$ cat src/design/sefb_pkg.sv
`timescale 1ns / 1ps
package sefb_pkg;

	localparam logic [7:0] STX_BYTE = 8'h02;
	localparam logic [7:0] ETX_BYTE = 8'h03;

	// output phases of one queued command
	localparam logic [2:0] PH_STX    = 3'd0;
	localparam logic [2:0] PH_LEN_LO = 3'd1;
	localparam logic [2:0] PH_LEN_HI = 3'd2;
	localparam logic [2:0] PH_PAY    = 3'd3;
	localparam logic [2:0] PH_LRC    = 3'd4;
	localparam logic [2:0] PH_SUM    = 3'd5;
	localparam logic [2:0] PH_ETX    = 3'd6;

	typedef struct packed {
		logic [7:0]  payload_byte;
		logic [15:0] frame_len;
		logic        empty_frame;
	} pay_item_t;

	typedef struct packed {
		logic [7:0] frame_byte;
		logic       frame_end;
	} frm_item_t;

	// classified transaction handed from front to back
	typedef struct packed {
		logic        hdr;
		logic        pay;
		logic        trl;
		logic [7:0]  data;
		logic [15:0] len;
		logic [7:0]  lrc;
		logic [7:0]  sum;
	} sefb_cmd_t;

endpackage

$ cat src/design/sefb_front.sv
`timescale 1ns / 1ps
module sefb_front (
	input  logic                clk,
	input  logic                arst_n,
	input  logic                pay_valid,
	input  sefb_pkg::pay_item_t pay_data,
	input  logic                q_full,
	output logic                q_push,
	output sefb_pkg::sefb_cmd_t q_cmd
);
	import sefb_pkg::*;

	logic        in_frame_q;
	logic [15:0] bytes_left_q;
	logic [7:0]  lrc_q;
	logic [7:0]  sum_q;

	logic        is_empty;
	logic        is_start;
	logic [15:0] left_now;
	logic [15:0] left_next;
	logic [7:0]  lrc_next;
	logic [7:0]  sum_next;
	logic        is_last;

	assign q_push = pay_valid && !q_full;

	// classify the incoming byte against the open frame
	always_comb begin
		is_empty  = pay_data.empty_frame || (!in_frame_q && pay_data.frame_len == 16'd0);
		is_start  = !in_frame_q;
		left_now  = is_start ? pay_data.frame_len : bytes_left_q;
		left_next = left_now - 16'd1;
		lrc_next  = (is_start ? 8'd0 : lrc_q) ^ pay_data.payload_byte;
		sum_next  = (is_start ? 8'd0 : sum_q) + pay_data.payload_byte;
		is_last   = (left_next == 16'd0);
	end

	// command for the back end; an empty frame is a header and a zero trailer
	always_comb begin
		if (is_empty) begin
			q_cmd.hdr  = 1'b1;
			q_cmd.pay  = 1'b0;
			q_cmd.trl  = 1'b1;
			q_cmd.data = 8'd0;
			q_cmd.len  = 16'd0;
			q_cmd.lrc  = 8'd0;
			q_cmd.sum  = 8'd0;
		end else begin
			q_cmd.hdr  = is_start;
			q_cmd.pay  = 1'b1;
			q_cmd.trl  = is_last;
			q_cmd.data = pay_data.payload_byte;
			q_cmd.len  = pay_data.frame_len;
			q_cmd.lrc  = lrc_next;
			q_cmd.sum  = sum_next;
		end
	end

	// frame state
	always_ff @(posedge clk or negedge arst_n) begin
		if (!arst_n) begin
			in_frame_q   <= 1'b0;
			bytes_left_q <= 16'd0;
			lrc_q        <= 8'd0;
			sum_q        <= 8'd0;
		end else if (q_push) begin
			if (is_empty || is_last) begin
				in_frame_q   <= 1'b0;
				bytes_left_q <= 16'd0;
				lrc_q        <= 8'd0;
				sum_q        <= 8'd0;
			end else begin
				in_frame_q   <= 1'b1;
				bytes_left_q <= left_next;
				lrc_q        <= lrc_next;
				sum_q        <= sum_next;
			end
		end
	end

endmodule

$ cat src/design/sefb_queue.sv
`timescale 1ns / 1ps
module sefb_queue #(
	parameter int DEPTH = 4
) (
	input  logic                clk,
	input  logic                arst_n,
	input  logic                push,
	input  sefb_pkg::sefb_cmd_t push_cmd,
	input  logic                pop,
	output logic                full,
	output logic                head_valid,
	output sefb_pkg::sefb_cmd_t head_cmd
);
	import sefb_pkg::*;

	localparam int PTR_W = $clog2(DEPTH);
	localparam int CNT_W = $clog2(DEPTH + 1);

	sefb_cmd_t          slot_q [DEPTH];
	logic [PTR_W-1:0]   wr_ptr_q;
	logic [PTR_W-1:0]   rd_ptr_q;
	logic [CNT_W-1:0]   count_q;
	logic               do_pop;

	assign full       = (count_q == CNT_W'(DEPTH));
	assign head_valid = (count_q != '0);
	assign head_cmd   = slot_q[rd_ptr_q];
	assign do_pop     = pop && head_valid;

	// storage
	always_ff @(posedge clk) begin
		if (push) begin
			slot_q[wr_ptr_q] <= push_cmd;
		end
	end

	// pointers and fill count
	always_ff @(posedge clk or negedge arst_n) begin
		if (!arst_n) begin
			wr_ptr_q <= '0;
			rd_ptr_q <= '0;
			count_q  <= '0;
		end else begin
			if (push) begin
				wr_ptr_q <= (wr_ptr_q == PTR_W'(DEPTH - 1)) ? '0 : wr_ptr_q + 1'b1;
			end
			if (do_pop) begin
				rd_ptr_q <= (rd_ptr_q == PTR_W'(DEPTH - 1)) ? '0 : rd_ptr_q + 1'b1;
			end
			if (push && !do_pop) begin
				count_q <= count_q + 1'b1;
			end else if (!push && do_pop) begin
				count_q <= count_q - 1'b1;
			end
		end
	end

endmodule

$ cat src/design/sefb_back.sv
`timescale 1ns / 1ps
module sefb_back (
	input  logic                clk,
	input  logic                arst_n,
	input  logic                head_valid,
	input  sefb_pkg::sefb_cmd_t head_cmd,
	output logic                pop,
	output logic                frm_valid,
	input  logic                frm_stall,
	output sefb_pkg::frm_item_t frm_data
);
	import sefb_pkg::*;

	logic       busy_q;
	logic [2:0] phase_q;
	logic       out_valid_q;
	frm_item_t  out_q;

	logic       load;
	logic [2:0] first_ph;
	logic [2:0] last_ph;
	logic [2:0] cur_ph;
	logic [2:0] next_ph;
	frm_item_t  cur_item;

	assign frm_valid = out_valid_q;
	assign frm_data  = out_q;

	// output register takes a byte when empty or being drained
	assign load = head_valid && (!out_valid_q || !frm_stall);
	assign pop  = load && (cur_ph == last_ph);

	// phase walk for the head command
	always_comb begin
		if (head_cmd.hdr) begin
			first_ph = PH_STX;
		end else if (head_cmd.pay) begin
			first_ph = PH_PAY;
		end else begin
			first_ph = PH_LRC;
		end
		last_ph = head_cmd.trl ? PH_ETX : PH_PAY;
		cur_ph  = busy_q ? phase_q : first_ph;
		if (cur_ph == PH_LEN_HI && !head_cmd.pay) begin
			next_ph = PH_LRC;
		end else begin
			next_ph = cur_ph + 3'd1;
		end
	end

	// byte for the current phase
	always_comb begin
		cur_item.frame_end = 1'b0;
		case (cur_ph)
			PH_STX:    cur_item.frame_byte = STX_BYTE;
			PH_LEN_LO: cur_item.frame_byte = head_cmd.len[7:0];
			PH_LEN_HI: cur_item.frame_byte = head_cmd.len[15:8];
			PH_PAY:    cur_item.frame_byte = head_cmd.data;
			PH_LRC:    cur_item.frame_byte = head_cmd.lrc;
			PH_SUM:    cur_item.frame_byte = head_cmd.sum;
			PH_ETX: begin
				cur_item.frame_byte = ETX_BYTE;
				cur_item.frame_end  = 1'b1;
			end
			default:   cur_item.frame_byte = 8'd0;
		endcase
	end

	// sequencer control
	always_ff @(posedge clk or negedge arst_n) begin
		if (!arst_n) begin
			busy_q      <= 1'b0;
			phase_q     <= PH_STX;
			out_valid_q <= 1'b0;
		end else begin
			if (load) begin
				busy_q  <= !pop;
				phase_q <= next_ph;
			end
			if (load) begin
				out_valid_q <= 1'b1;
			end else if (!frm_stall) begin
				out_valid_q <= 1'b0;
			end
		end
	end

	// output payload
	always_ff @(posedge clk) begin
		if (load) begin
			out_q <= cur_item;
		end
	end

endmodule

$ cat src/design/stx_etx_frame_builder_lrc_sum_top.sv
`timescale 1ns / 1ps
// channel  dir  handshake            payload
// pay      in   pay_valid/pay_stall  pay_data (payload_byte, frame_len, empty_frame)
// frm      out  frm_valid/frm_stall  frm_data (frame_byte, frame_end)
//
// a mid-frame payload byte becomes one frame byte; the first byte of a frame adds
// the STX/length header, the last the LRC/SUM/ETX trailer; an empty frame is both;
// the back end emits one frame byte per unstalled cycle into its output register.
// the front accepts one byte per cycle until the command queue is full.
// reset clears frame state, queue and output valid; no clearing pass.
// a stalled output holds its byte; input stalls only on a full queue.
module stx_etx_frame_builder_lrc_sum_top #(
	parameter int QUEUE_DEPTH = 4
) (
	input  logic                clk,
	input  logic                arst_n,
	input  logic                pay_valid,
	output logic                pay_stall,
	input  sefb_pkg::pay_item_t pay_data,
	output logic                frm_valid,
	input  logic                frm_stall,
	output sefb_pkg::frm_item_t frm_data
);
	import sefb_pkg::*;

	logic      q_full;
	logic      q_push;
	sefb_cmd_t q_cmd;
	logic      q_pop;
	logic      head_valid;
	sefb_cmd_t head_cmd;

	assign pay_stall = q_full;

	sefb_front u_front (
		.clk      (clk),
		.arst_n   (arst_n),
		.pay_valid(pay_valid),
		.pay_data (pay_data),
		.q_full   (q_full),
		.q_push   (q_push),
		.q_cmd    (q_cmd)
	);

	sefb_queue #(
		.DEPTH(QUEUE_DEPTH)
	) u_queue (
		.clk       (clk),
		.arst_n    (arst_n),
		.push      (q_push),
		.push_cmd  (q_cmd),
		.pop       (q_pop),
		.full      (q_full),
		.head_valid(head_valid),
		.head_cmd  (head_cmd)
	);

	sefb_back u_back (
		.clk       (clk),
		.arst_n    (arst_n),
		.head_valid(head_valid),
		.head_cmd  (head_cmd),
		.pop       (q_pop),
		.frm_valid (frm_valid),
		.frm_stall (frm_stall),
		.frm_data  (frm_data)
	);

endmodule

$ cat config.mk
export PLATFORM = sky130hd
export DESIGN_NAME = stx_etx_frame_builder_lrc_sum_top
export DESIGN_NICKNAME = d
export VERILOG_FILES = /design/src/design/sefb_pkg.sv /design/src/design/sefb_front.sv /design/src/design/sefb_queue.sv /design/src/design/sefb_back.sv /design/src/design/stx_etx_frame_builder_lrc_sum_top.sv
export SDC_FILE = /design/constraint.sdc
export NUM_CORES = 1
export LEC_CHECK = 0
export BUFFER_PORTS_ARGS = -buffer_cell sky130_fd_sc_hd__buf_2
export CELL_PAD_IN_SITES_DETAIL_PLACEMENT = 2
export CELL_PAD_IN_SITES_GLOBAL_PLACEMENT = 2
export CORE_UTILIZATION = 25
export CTS_CLUSTER_DIAMETER = 30
export DETAILED_ROUTE_END_ITERATION = 16
export PLACE_DENSITY = 0.48
export SYNTH_ARGS = -nofsm -noshare
export SYNTH_HDL_FRONTEND = slang
export SYNTH_SLANG_ARGS = --single-unit
$ cat constraint.sdc
create_clock -name clk -period 5.8 [get_ports clk]
set_input_delay 0.58 -clock clk [delete_from_list [all_inputs] [get_ports clk]]
set_output_delay 0.58 -clock clk [all_outputs]
set_load 0.02 [all_outputs]
# After elaboration in Yosys (flattened, before gate mapping)
# Memory sizes are Yosys's and may differ from the RTL's.
# Index checks and enable logic that the tools add are counted.
[totals] register_bits=54 latchBits=0 ramBits=172 rom_bits=0 output_inout_bits=11 wordCells=79 n_memories=1
[memory_table] memory="u_queue.slot_q" depth=4 word_bits=43 rd=1 rd_clocked_by_memory_dff=0 write_ports=1 line="sefb_queue.sv:19" text="sefb_cmd_t slot_q [DEPTH];"
[classes] n_addsub=7 n_mul=0 n_div=0 n_lt_le_gt_ge=0 eq_ne=11 shift=0 mux=23 n_bitwise=1 reduce_logical=24
[ops] cell="8-bit one-hot mux with 7 select lines" count=1
[ops] cell="43-bit two-way mux" count=1
[ops] cell="16-bit zero test" count=2
[ops] cell="16-bit two-way mux" count=2
[ops] cell="8-bit two-way mux" count=4
[ops] cell="3-bit two-way mux" count=7
[ops] cell="16-bit by 1-bit subtractor with 16-bit output (second input constant)" count=1
[ops] cell="3-bit == test (second input constant)" count=4
[ops] cell="8-bit adder" count=1
[ops] cell="1-bit logical AND" count=8
[ops] cell="1-bit zero test" count=8
[ops] cell="8-bit XOR" count=1
[ops] cell="3-bit by 1-bit adder with 3-bit output (second input constant)" count=2
[ops] cell="3-bit by 2-bit == test with 1-bit output (second input constant)" count=2
[ops] cell="1-bit two-way mux" count=6
[ops] cell="2-bit by 1-bit adder with 2-bit output (second input constant)" count=2
[ops] cell="2-bit == test (second input constant)" count=2
[ops] cell="2-bit two-way mux" count=2
[ops] cell="3-bit by 1-bit == test with 1-bit output (second input constant)" count=1
[ops] cell="3-bit == test" count=1
[ops] cell="3-bit zero test" count=1
[ops] cell="1-bit logical OR" count=3
[ops] cell="3-bit nonzero test" count=1
[ops] cell="3-bit by 1-bit subtractor with 3-bit output (second input constant)" count=1
[ops] cell="2 further kinds" count=2

# Longest topological paths before layout
# Gate-level depths: netlist (run 1).
# An unclocked memory read counts as a cell.
[depth] depth_word=10 ltp_mapped=16 ltp_nobuf=13

# Hierarchy
# Synthesis (run 1) repeated with hierarchy kept, for this count alone.
[unflattened] hier_cells=670 area_unflattened_um2=10296.1
[modules_own_cells] mod="sefb_queue" n_inst=1 cells_each=262 area_per_inst_um2=6688.9 seq_area_each_um2=5340.1
[modules_own_cells] mod="sefb_front" n_inst=1 cells_each=315 area_per_inst_um2=2673.8 seq_area_each_um2=825.8
[modules_own_cells] mod="sefb_back" n_inst=1 cells_each=93 area_per_inst_um2=933.4 seq_area_each_um2=395.4

# Worst setup path before layout (run 1)
# Ideal clock, no wire load.
[synth_timing] path_kind="flip-flop to flip-flop" from="register u_front.in_frame_q" to="memory u_queue.slot_q[0][40] (netlist name), data pin" setup_ps=148 arrival_ps=4053 required_time_ps=5652 path_slack_ps=1599 stages_incl_launch_ff=17 path_buffers=8 cell_sequence="dfrtp_1 -> buf_2 -> buf_1 -> buf_2 -> clkbuf_1 -> clkbuf_1 -> clkbuf_1 -> mux2i_1 -> ha_1 -> clkbuf_1 -> nand2_1 -> nor4_2 -> xor2_1 -> nand4_1 -> nor4_2 -> buf_6 -> nand2b_1"
[synth_rtl] item="start: declaration" line="sefb_front.sv:13" text="logic in_frame_q;"
[synth_rtl] item="start signal: assignment" line="sefb_front.sv:63" text="in_frame_q <= 1'b0;"
[synth_rtl] item="start signal: assignment" line="sefb_front.sv:69" text="in_frame_q <= 1'b0;"
[synth_rtl] item="start signal: assignment" line="sefb_front.sv:74" text="in_frame_q <= 1'b1;"
[synth_rtl] item="end: declaration" line="sefb_queue.sv:19"

# Worst setup path in the final report (run 1)
[layout_timing] from="register u_queue.rd_ptr_q[1]" to="register u_queue.count_q[1]"
[layout_between] elab_chain_cells=10 elab_cells_between_ends=13
[layout_rtl] item="start: declaration" line="sefb_queue.sv:21" text="logic [PTR_W-1:0] rd_ptr_q;"
[layout_rtl] item="start signal: assignment" line="sefb_queue.sv:48" text="rd_ptr_q <= (rd_ptr_q == PTR_W'(DEPTH - 1)) ? '0 : rd_ptr_q + 1'b1;"
[layout_rtl] item="memory 4 x 43 bit (*)"
[layout_rtl] item="3-bit two-way mux" line="sefb_back.sv:37" text="end else if (head_cmd.pay) begin"
[layout_rtl] item="3-bit two-way mux" line="sefb_back.sv:35" text="if (head_cmd.hdr) begin"
[layout_rtl] item="3-bit two-way mux" line="sefb_back.sv:43" text="cur_ph = busy_q ? phase_q : first_ph;"
[layout_rtl] item="3-bit == test (*)" line="sefb_back.sv:31" text="assign pop = load && (cur_ph == last_ph);"
[layout_rtl] item="1-bit logical AND (*)" line="sefb_back.sv:31"
[layout_rtl] item="1-bit logical AND (*)" line="sefb_queue.sv:28" text="assign do_pop = pop && head_valid;"
[layout_rtl] item="1-bit zero test" line="sefb_queue.sv:50" text="if (push && !do_pop) begin"
[layout_rtl] item="1-bit logical AND" line="sefb_queue.sv:50"
[layout_rtl] item="3-bit two-way mux or 2-bit nonzero test (tied branches)"
[layout_rtl] item="end signal: assignment" line="sefb_queue.sv:51" text="count_q <= count_q + 1'b1;"
[layout_rtl] item="end signal: assignment" line="sefb_queue.sv:53" text="count_q <= count_q - 1'b1;"
[layout_rtl] item="end: declaration" line="sefb_queue.sv:22" text="logic [CNT_W-1:0] count_q;"
# Every way passes the cells marked *; elsewhere a longest branch is shown, timed or not.
# A chain may end at the register's enable or synchronous reset.

==> impl_metrics.tcl, run 1 <==
set metrics [dict create \
    synth_xor_xnor_area_share_pct 2.499 \
    cp-end-kind "register" \
    yosysSeqAreaShare_pct 62.41 \
    path_max_fanout 23 \
    synthCells 727 \
    final_area_um2 13390 \
    synthTopCellsByCount "edfxtp_1 (181), nand2_1 (70), dfrtp_1 (45)" \
    core_um2 41110 \
    synth_cell_types 58 \
    finalHoldViolations 0 \
    grtUsageTotal_pct 14.96 \
    synth_top_family_by_area "multiplexers" \
    root_buffer "clkbuf_16" \
    ys_warn_count 0 \
    synthTopCellsByArea "edfxtp_1 (52%), dfrtp_1 (11%), mux4_2 (9.2%), nand2_1 (2.5%), ha_1 (2.4%)" \
    synth_fa_ha_area_share_pct 2.761 \
    ant_nets 0 \
    hpwlAfterDp_um 20030 \
    syn_area_per_cell_um2 14.46 \
    rsz0062_at_grt "false" \
    ys_async_sr_fraction_pct 19.91 \
    syn-cell-area_um2 10510 \
    final-max-slew-violation-count 0 \
    synth_top_cell_by_area "edfxtp_1" \
    synthSimpleGateAreaFrac_pct 10.31 \
    fin_util_pct 32.57 \
    post_dp_cell_area_um2 11300 \
    setup_ws_ns 1.766 \
    syn_to_final_growth_pct 27.36 \
    io_pins 40 \
    synth_seq_cells 226 \
    worst_pin_slew_ns 0.9729 \
    grt_pass1_wl_um 47780 \
    final.setup.tns_ns 0 \
    die-area_um2 42870 \
    synth_compound_area_share_pct 7.284 \
    numCtsBuffers 59 \
    cts_sinks 226 \
    post_cts_buffers 0 \
    cts_hold_buf 0 \
    dieWidth_um 207.1 \
    num_vias 6587 \
    worstSetupPathType "register to register" \
    dieHeight_um 207.1 \
    drive_above_1_share_pct 27.66 \
    ir_worst_vdd_mv 0.2033 \
    startpoint "u_queue.rd_ptr_q[1]" \
    grt_max_degree 51 \
    r2r-start "u_queue.rd_ptr_q[1]" \
    fin_crit_ns 4.034 \
    p_leak_nw 4.897 \
    htreeDepth 2 \
    nets 848 \
    crit_path_start_kind "register" \
    post_drt_wl_per_cell_um 22.70 \
    outcome "completed" \
    drv_cap 0 \
    clk_latency_ns 0.60 \
    clk_pin_slew_worst_paths_ns 0.04 \
    rows 74 \
    synth_most_common_cell "edfxtp_1" \
    rr_worst_depth 10 \
    pre_cts_ws_ns 1.687 \
    finalPower_mw 7.940 \
    timing.rr.end "u_queue.count_q[1]" \
    ctsResizeCount 0 \
    port_buffers 39 \
    floorplan.initialDensity_pct 25.57 \
    cts_tree "yes" \
    fin_skew_ns 0.01948 \
    grt_pass1_vias 7554 \
    avgViaCountPerCell 4.780 \
    route.detailed.drc 0 \
    synth-edff-count 181 \
    timing.slew.headroom_pct 35.14 \
    setup_violations 0 \
    synthFlopType "edfxtp_1" \
    drtPass1Iterations 6 \
    worstHoldPathType "input pin to asynchronous set/reset pin" \
    synthMuxAreaShare_pct 12.39 \
    synth.top_cell.area_share_pct 51.70 \
    cp.required_ns 6.28 \
    cts_buffer_depth 3 \
    arrival_ns 4.51 \
    fin_crit_sh_pct 69.56 \
    wirelength_um 31280 \
    max_freq_mhz 247.9 \
    ff2ff_setup_slack_ns 1.77 \
    cellPowerDensity_nw_per_um2 593.0 \
    synth_fp_nets 778 \
    drtIter0Drc 237 \
    antenna_cells 0 \
    gp_congestion 0.7730 \
    antenna_found_initial 1 \
    grt_overflow 0 \
]
[flip-flops by register name (all words and copies together) (netlist names), 3 cells and up]
register              cells
u_front.sum_q             8
u_back.phase_q            3
u_queue.count_q           3
u_front.lrc_q             8
u_back.frm_data           9
u_front.bytes_left_q     16
u_queue.slot_q          172
[placed cells by master, fill, tap and decap left out, drive strengths merged, types with 4 or more instances in the layout]
cell and instances:
clkbuf 67, mux4 43, nor2 39, o41ai 4
nor2b 11, xor2 18, buf 50, inv 18
a32oi 6, or3 6, a21o 9, mux2i 21
clkinvlp 10, xnor2 12, o21ai 18, nor3 19
a21oi 19, nand2 70, nand3 10, mux2 11
o22ai 5, clkinv 21, nand4 7, nor4 11
nand2b 5, dfrtp 45, o31ai 12, ha 20
bufinv 11, edfxtp 181, and2 26
[critical path, cell delays in order, from the launching register on]
cell and delay (ns):
dfrtp_2 0.81, mux4_2 0.46, nor3_1 0.20, a21o_1 0.51, inv_1 0.38, o22ai_1 0.25
nand3_1 0.20, ha_1 0.32, inv_1 0.07, fa_1 0.41, mux2_2 0.28
[through the flow]
stage / hold WS (ns) / cells
after CTS: 0.1303 / 1378
after floorplan: 0.2844 / 727
final: 0.1308 / 1378
after global routing: 0.1764 / 1378
after global placement: 0.4560 / 1268
after detailed placement: 0.4687 / 1268
[cell families (layout without fill, tap and decap cells)]
logic type,Yosys count,after routing
xor+xnor,30,30
compound gates,101,101
flops,226,226
fa+ha+maj,22,22
simple gates,215,215
mux,75,75
buf+inv,58,177
[area by class of cell]
cell class,instances,area (um2)
Clock buffer,67,1516
Clock inverter,43,575.6
Inverter,17,63.81
Tap cell,532,665.6
Multi-Input combinational cell,443,3725
Sequential cell,226,6565
Fill cell,4219,27720
Timing Repair Buffer,50,277.8
[layer usage]
metal | share of wire, % | track usage (%) | wire, um | vias up
met3 | 3.3 | 2.941 | 1044 | 57
li1 | - | - | - | 2957
met1 | 44 | 18.79 | 13830 | 3457
met5 | 0 | 0 | 0 | -
met4 | 2.3 | 5.867 | 714 | 0
met2 | 50 | 25.29 | 15690 | 116
[report_power, final]
| part | leakage, nW | switching [mW] | internal, mW |
|---|---|---|---|
| combinational | 1.66 | 1.20 | 0.818 |
| sequential | 2.25 | 0.285 | 2.25 |
| clock | 0.986 | 1.03 | 2.36 |
| total | 4.90 | 2.51 | 5.43 |
[worst max-delay path by stage]
| stage | to | slack (ns) | cells after the start |
|---|---|---|---|
| floorplan | u_queue.slot_q[0][40] | 1.60 | 16 |
| global placement | u_queue.count_q[1] | 1.78 | 10 |
| detailed placement | u_queue.count_q[1] | 1.69 | 10 |
| CTS | u_queue.count_q[1] | 1.68 | 10 |
| global route | u_queue.count_q[1] | 1.50 | 10 |
| finish | u_queue.count_q[1] | 1.77 | 10 |
Power figures use the tool's default switching activity.
==> inputs of run 2 (changes only) <==
Clock period 5.8 ns to 4.1 ns, I/O delays scaled along.
==> run 2 against run 1 <==
Against the previous run: clock power grew 54%; worst setup slack got worse by 1.4 ns; combinational power up 48%; non-clock buffer count rose by 7; critical path depth decreased by 1; sequential power rose by 38%; critical path type unchanged; critical endpoint is now u_queue.slot_q[2][40].
==> impl_metrics.tcl, run 2 (synthesis results as in run 1) <==
set metrics [dict create \
    outcome "completed" \
    layout.cells.most_common_list "edfxtp_1 (181), clkbuf_16 (71), nand2_1 (70)" \
    antenna_found_initial 0 \
    final_cells 1399 \
    largest-register "u_queue.slot_q" \
    grt_overflow 0 \
    wirelength_um 31420 \
    floorplan.initialDensity_pct 25.57 \
    hpwlAfterDp_um 20690 \
    die-area_um2 42870 \
    io_pins 40 \
    drtIter0Drc 289 \
    max_freq_mhz 269.6 \
    cp.required_ns 4.46 \
    register_area_um2 6565 \
    fin_crit_sh_pct 90.46 \
    final.setup.tns_ns 0 \
    cts_tree "yes" \
    grt_pass1_vias 7741 \
    gp_congestion 0.7985 \
    grt_pass1_wl_um 48630 \
    final_area_um2 13660 \
    finalHoldViolations 0 \
    p_int_mw 8.049 \
    fillerInstances 4221 \
    nets 866 \
    fin_crit_ns 3.709 \
    crit_path_start_kind "register" \
    avgViaCountPerCell 4.704 \
    post_dp_cell_area_um2 11340 \
    grt_max_degree 50 \
    root_buffer "clkbuf_16" \
    dieWidth_um 207.1 \
    fin_util_pct 33.22 \
    num_vias 6581 \
    power.share.clock_pct 44.7 \
    p_leak_nw 5.083 \
    drive_above_1_share_pct 28.72 \
    rr_worst_depth 9 \
    multiInputGateArea_um2 3725 \
    cts_hold_buf 1 \
    fin_skew_ns 0.01964 \
    rows 74 \
    worstSetupPathType "register to register" \
    clk_pin_slew_worst_paths_ns 0.04 \
    path_max_fanout 21 \
    rsz0062_at_grt "false" \
    antenna_cells 0 \
    worstHoldPathType "input pin to register" \
    numCtsBuffers 70 \
    drv_cap 0 \
    dieHeight_um 207.1 \
    grtUsageTotal_pct 15.23 \
    largest_reg_flops 172 \
    htreeDepth 3 \
    ant_nets 0 \
    port_buffers 39 \
    arrival_ns 4.07 \
    worst_pin_slew_ns 1.125 \
    post_drt_wl_per_cell_um 22.46 \
    post_cts_buffers 0 \
    core_um2 41110 \
    switchingPower_mw 3.637 \
    final_common_cell "edfxtp_1" \
    cellPowerDensity_nw_per_um2 855.8 \
    setup_violations 0 \
    final-max-slew-violation-count 0 \
    timing.slew.headroom_pct 24.94 \
    cts_buffer_depth 3 \
    pwr-share-comb_pct 25.4 \
    ctsResizeCount 0 \
    switching_share_pct 31.12 \
    route.detailed.drc 0 \
    drtPass1Iterations 6 \
    seqPwrFrac_pct 29.8 \
    ir_worst_vdd_mv 0.2982 \
    cp-end-kind "register" \
    dp_cells 1274 \
    hold_depth 3 \
    cts_sinks 226 \
    clk_latency_ns 0.56 \
    syn_to_final_growth_pct 29.90 \
]
[run 2: cell types whose count changed in the layout (fill, tap and decap cells not counted), sizes merged]
cell         delta
clkbuf         +18
buf             +6
dlygate4sd3     +1
clkinv          +2
clkinvlp        -8
bufinv          -3
inv             +5
[run 2: cell type report]
cell class / count / area share (%)
Sequential cell: 226 / 48.08
Multi-Input combinational cell: 443 / 27.28
Clock buffer: 85 / 13.54
Tap cell: 532 / 4.874
Clock inverter: 39 / 3.326
Timing Repair Buffer: 57 / 2.437
Inverter: 17 / 0.4673
[run 2: power groups by stage]
stage	logic (mW)	registers [mW]	clock network, mW
6_report	2.97	3.49	5.23
4_1_cts	3.07	3.50	5.34
5_1_grt	3.25	3.56	5.46
2_1_floorplan	2.03	3.46	0
3_3_place_gp	2.98	3.47	0
3_5_place_dp	3.05	3.52	0
[run 2: worst paths after layout]
kind	startpoint	endpoint	slack, ns
max in group asynchronous	arst_n	u_front.in_frame_q	3.01
worst max register to register	u_front.in_frame_q	u_queue.slot_q[2][40]	0.39
worst min-delay path	frm_stall	u_back.frm_valid	0.09
worst min register to register	u_front.sum_q[5]	u_front.sum_q[5]	0.47
worst max-delay path	u_front.in_frame_q	u_queue.slot_q[2][40]	0.39
min in group asynchronous	arst_n	u_queue.rd_ptr_q[0]	0.51
[run 2: worst max-delay path, stage by stage (launching register included)]
cell	delay [ns]
dfrtp_2	0.62
buf_4	0.28
inv_1	0.19
nor3_1	0.54
o21bai_1	0.17
a2111oi_0	0.62
nand4_1	0.25
nor4_4	0.29
buf_4	0.31
nand2b_1	0.23
[run 2: metal layers]
metal | track usage (%) | share of wire [%] | vias up
met3 | 3.790 | 4.5 | 60
met2 | 24.76 | 48 | 133
met1 | 19.61 | 46 | 3391
met4 | 5.584 | 2.3 | 0
met5 | 0 | 0 | -
li1 | - | - | 2997
[run 2: stage by stage]
| step | total power [mW] | setup slack [ns] | hold WS [ns] |
|---|---|---|---|
| floorplan | 5.491 | 0.07933 | 0.1144 |
| global placement | 6.455 | 0.5108 | 0.4561 |
| detailed placement | 6.570 | 0.3596 | 0.4689 |
| CTS | 11.91 | 0.3568 | 0.07080 |
| global route | 12.27 | 0.09494 | 0.09969 |
| finish | 11.69 | 0.3911 | 0.09437 |
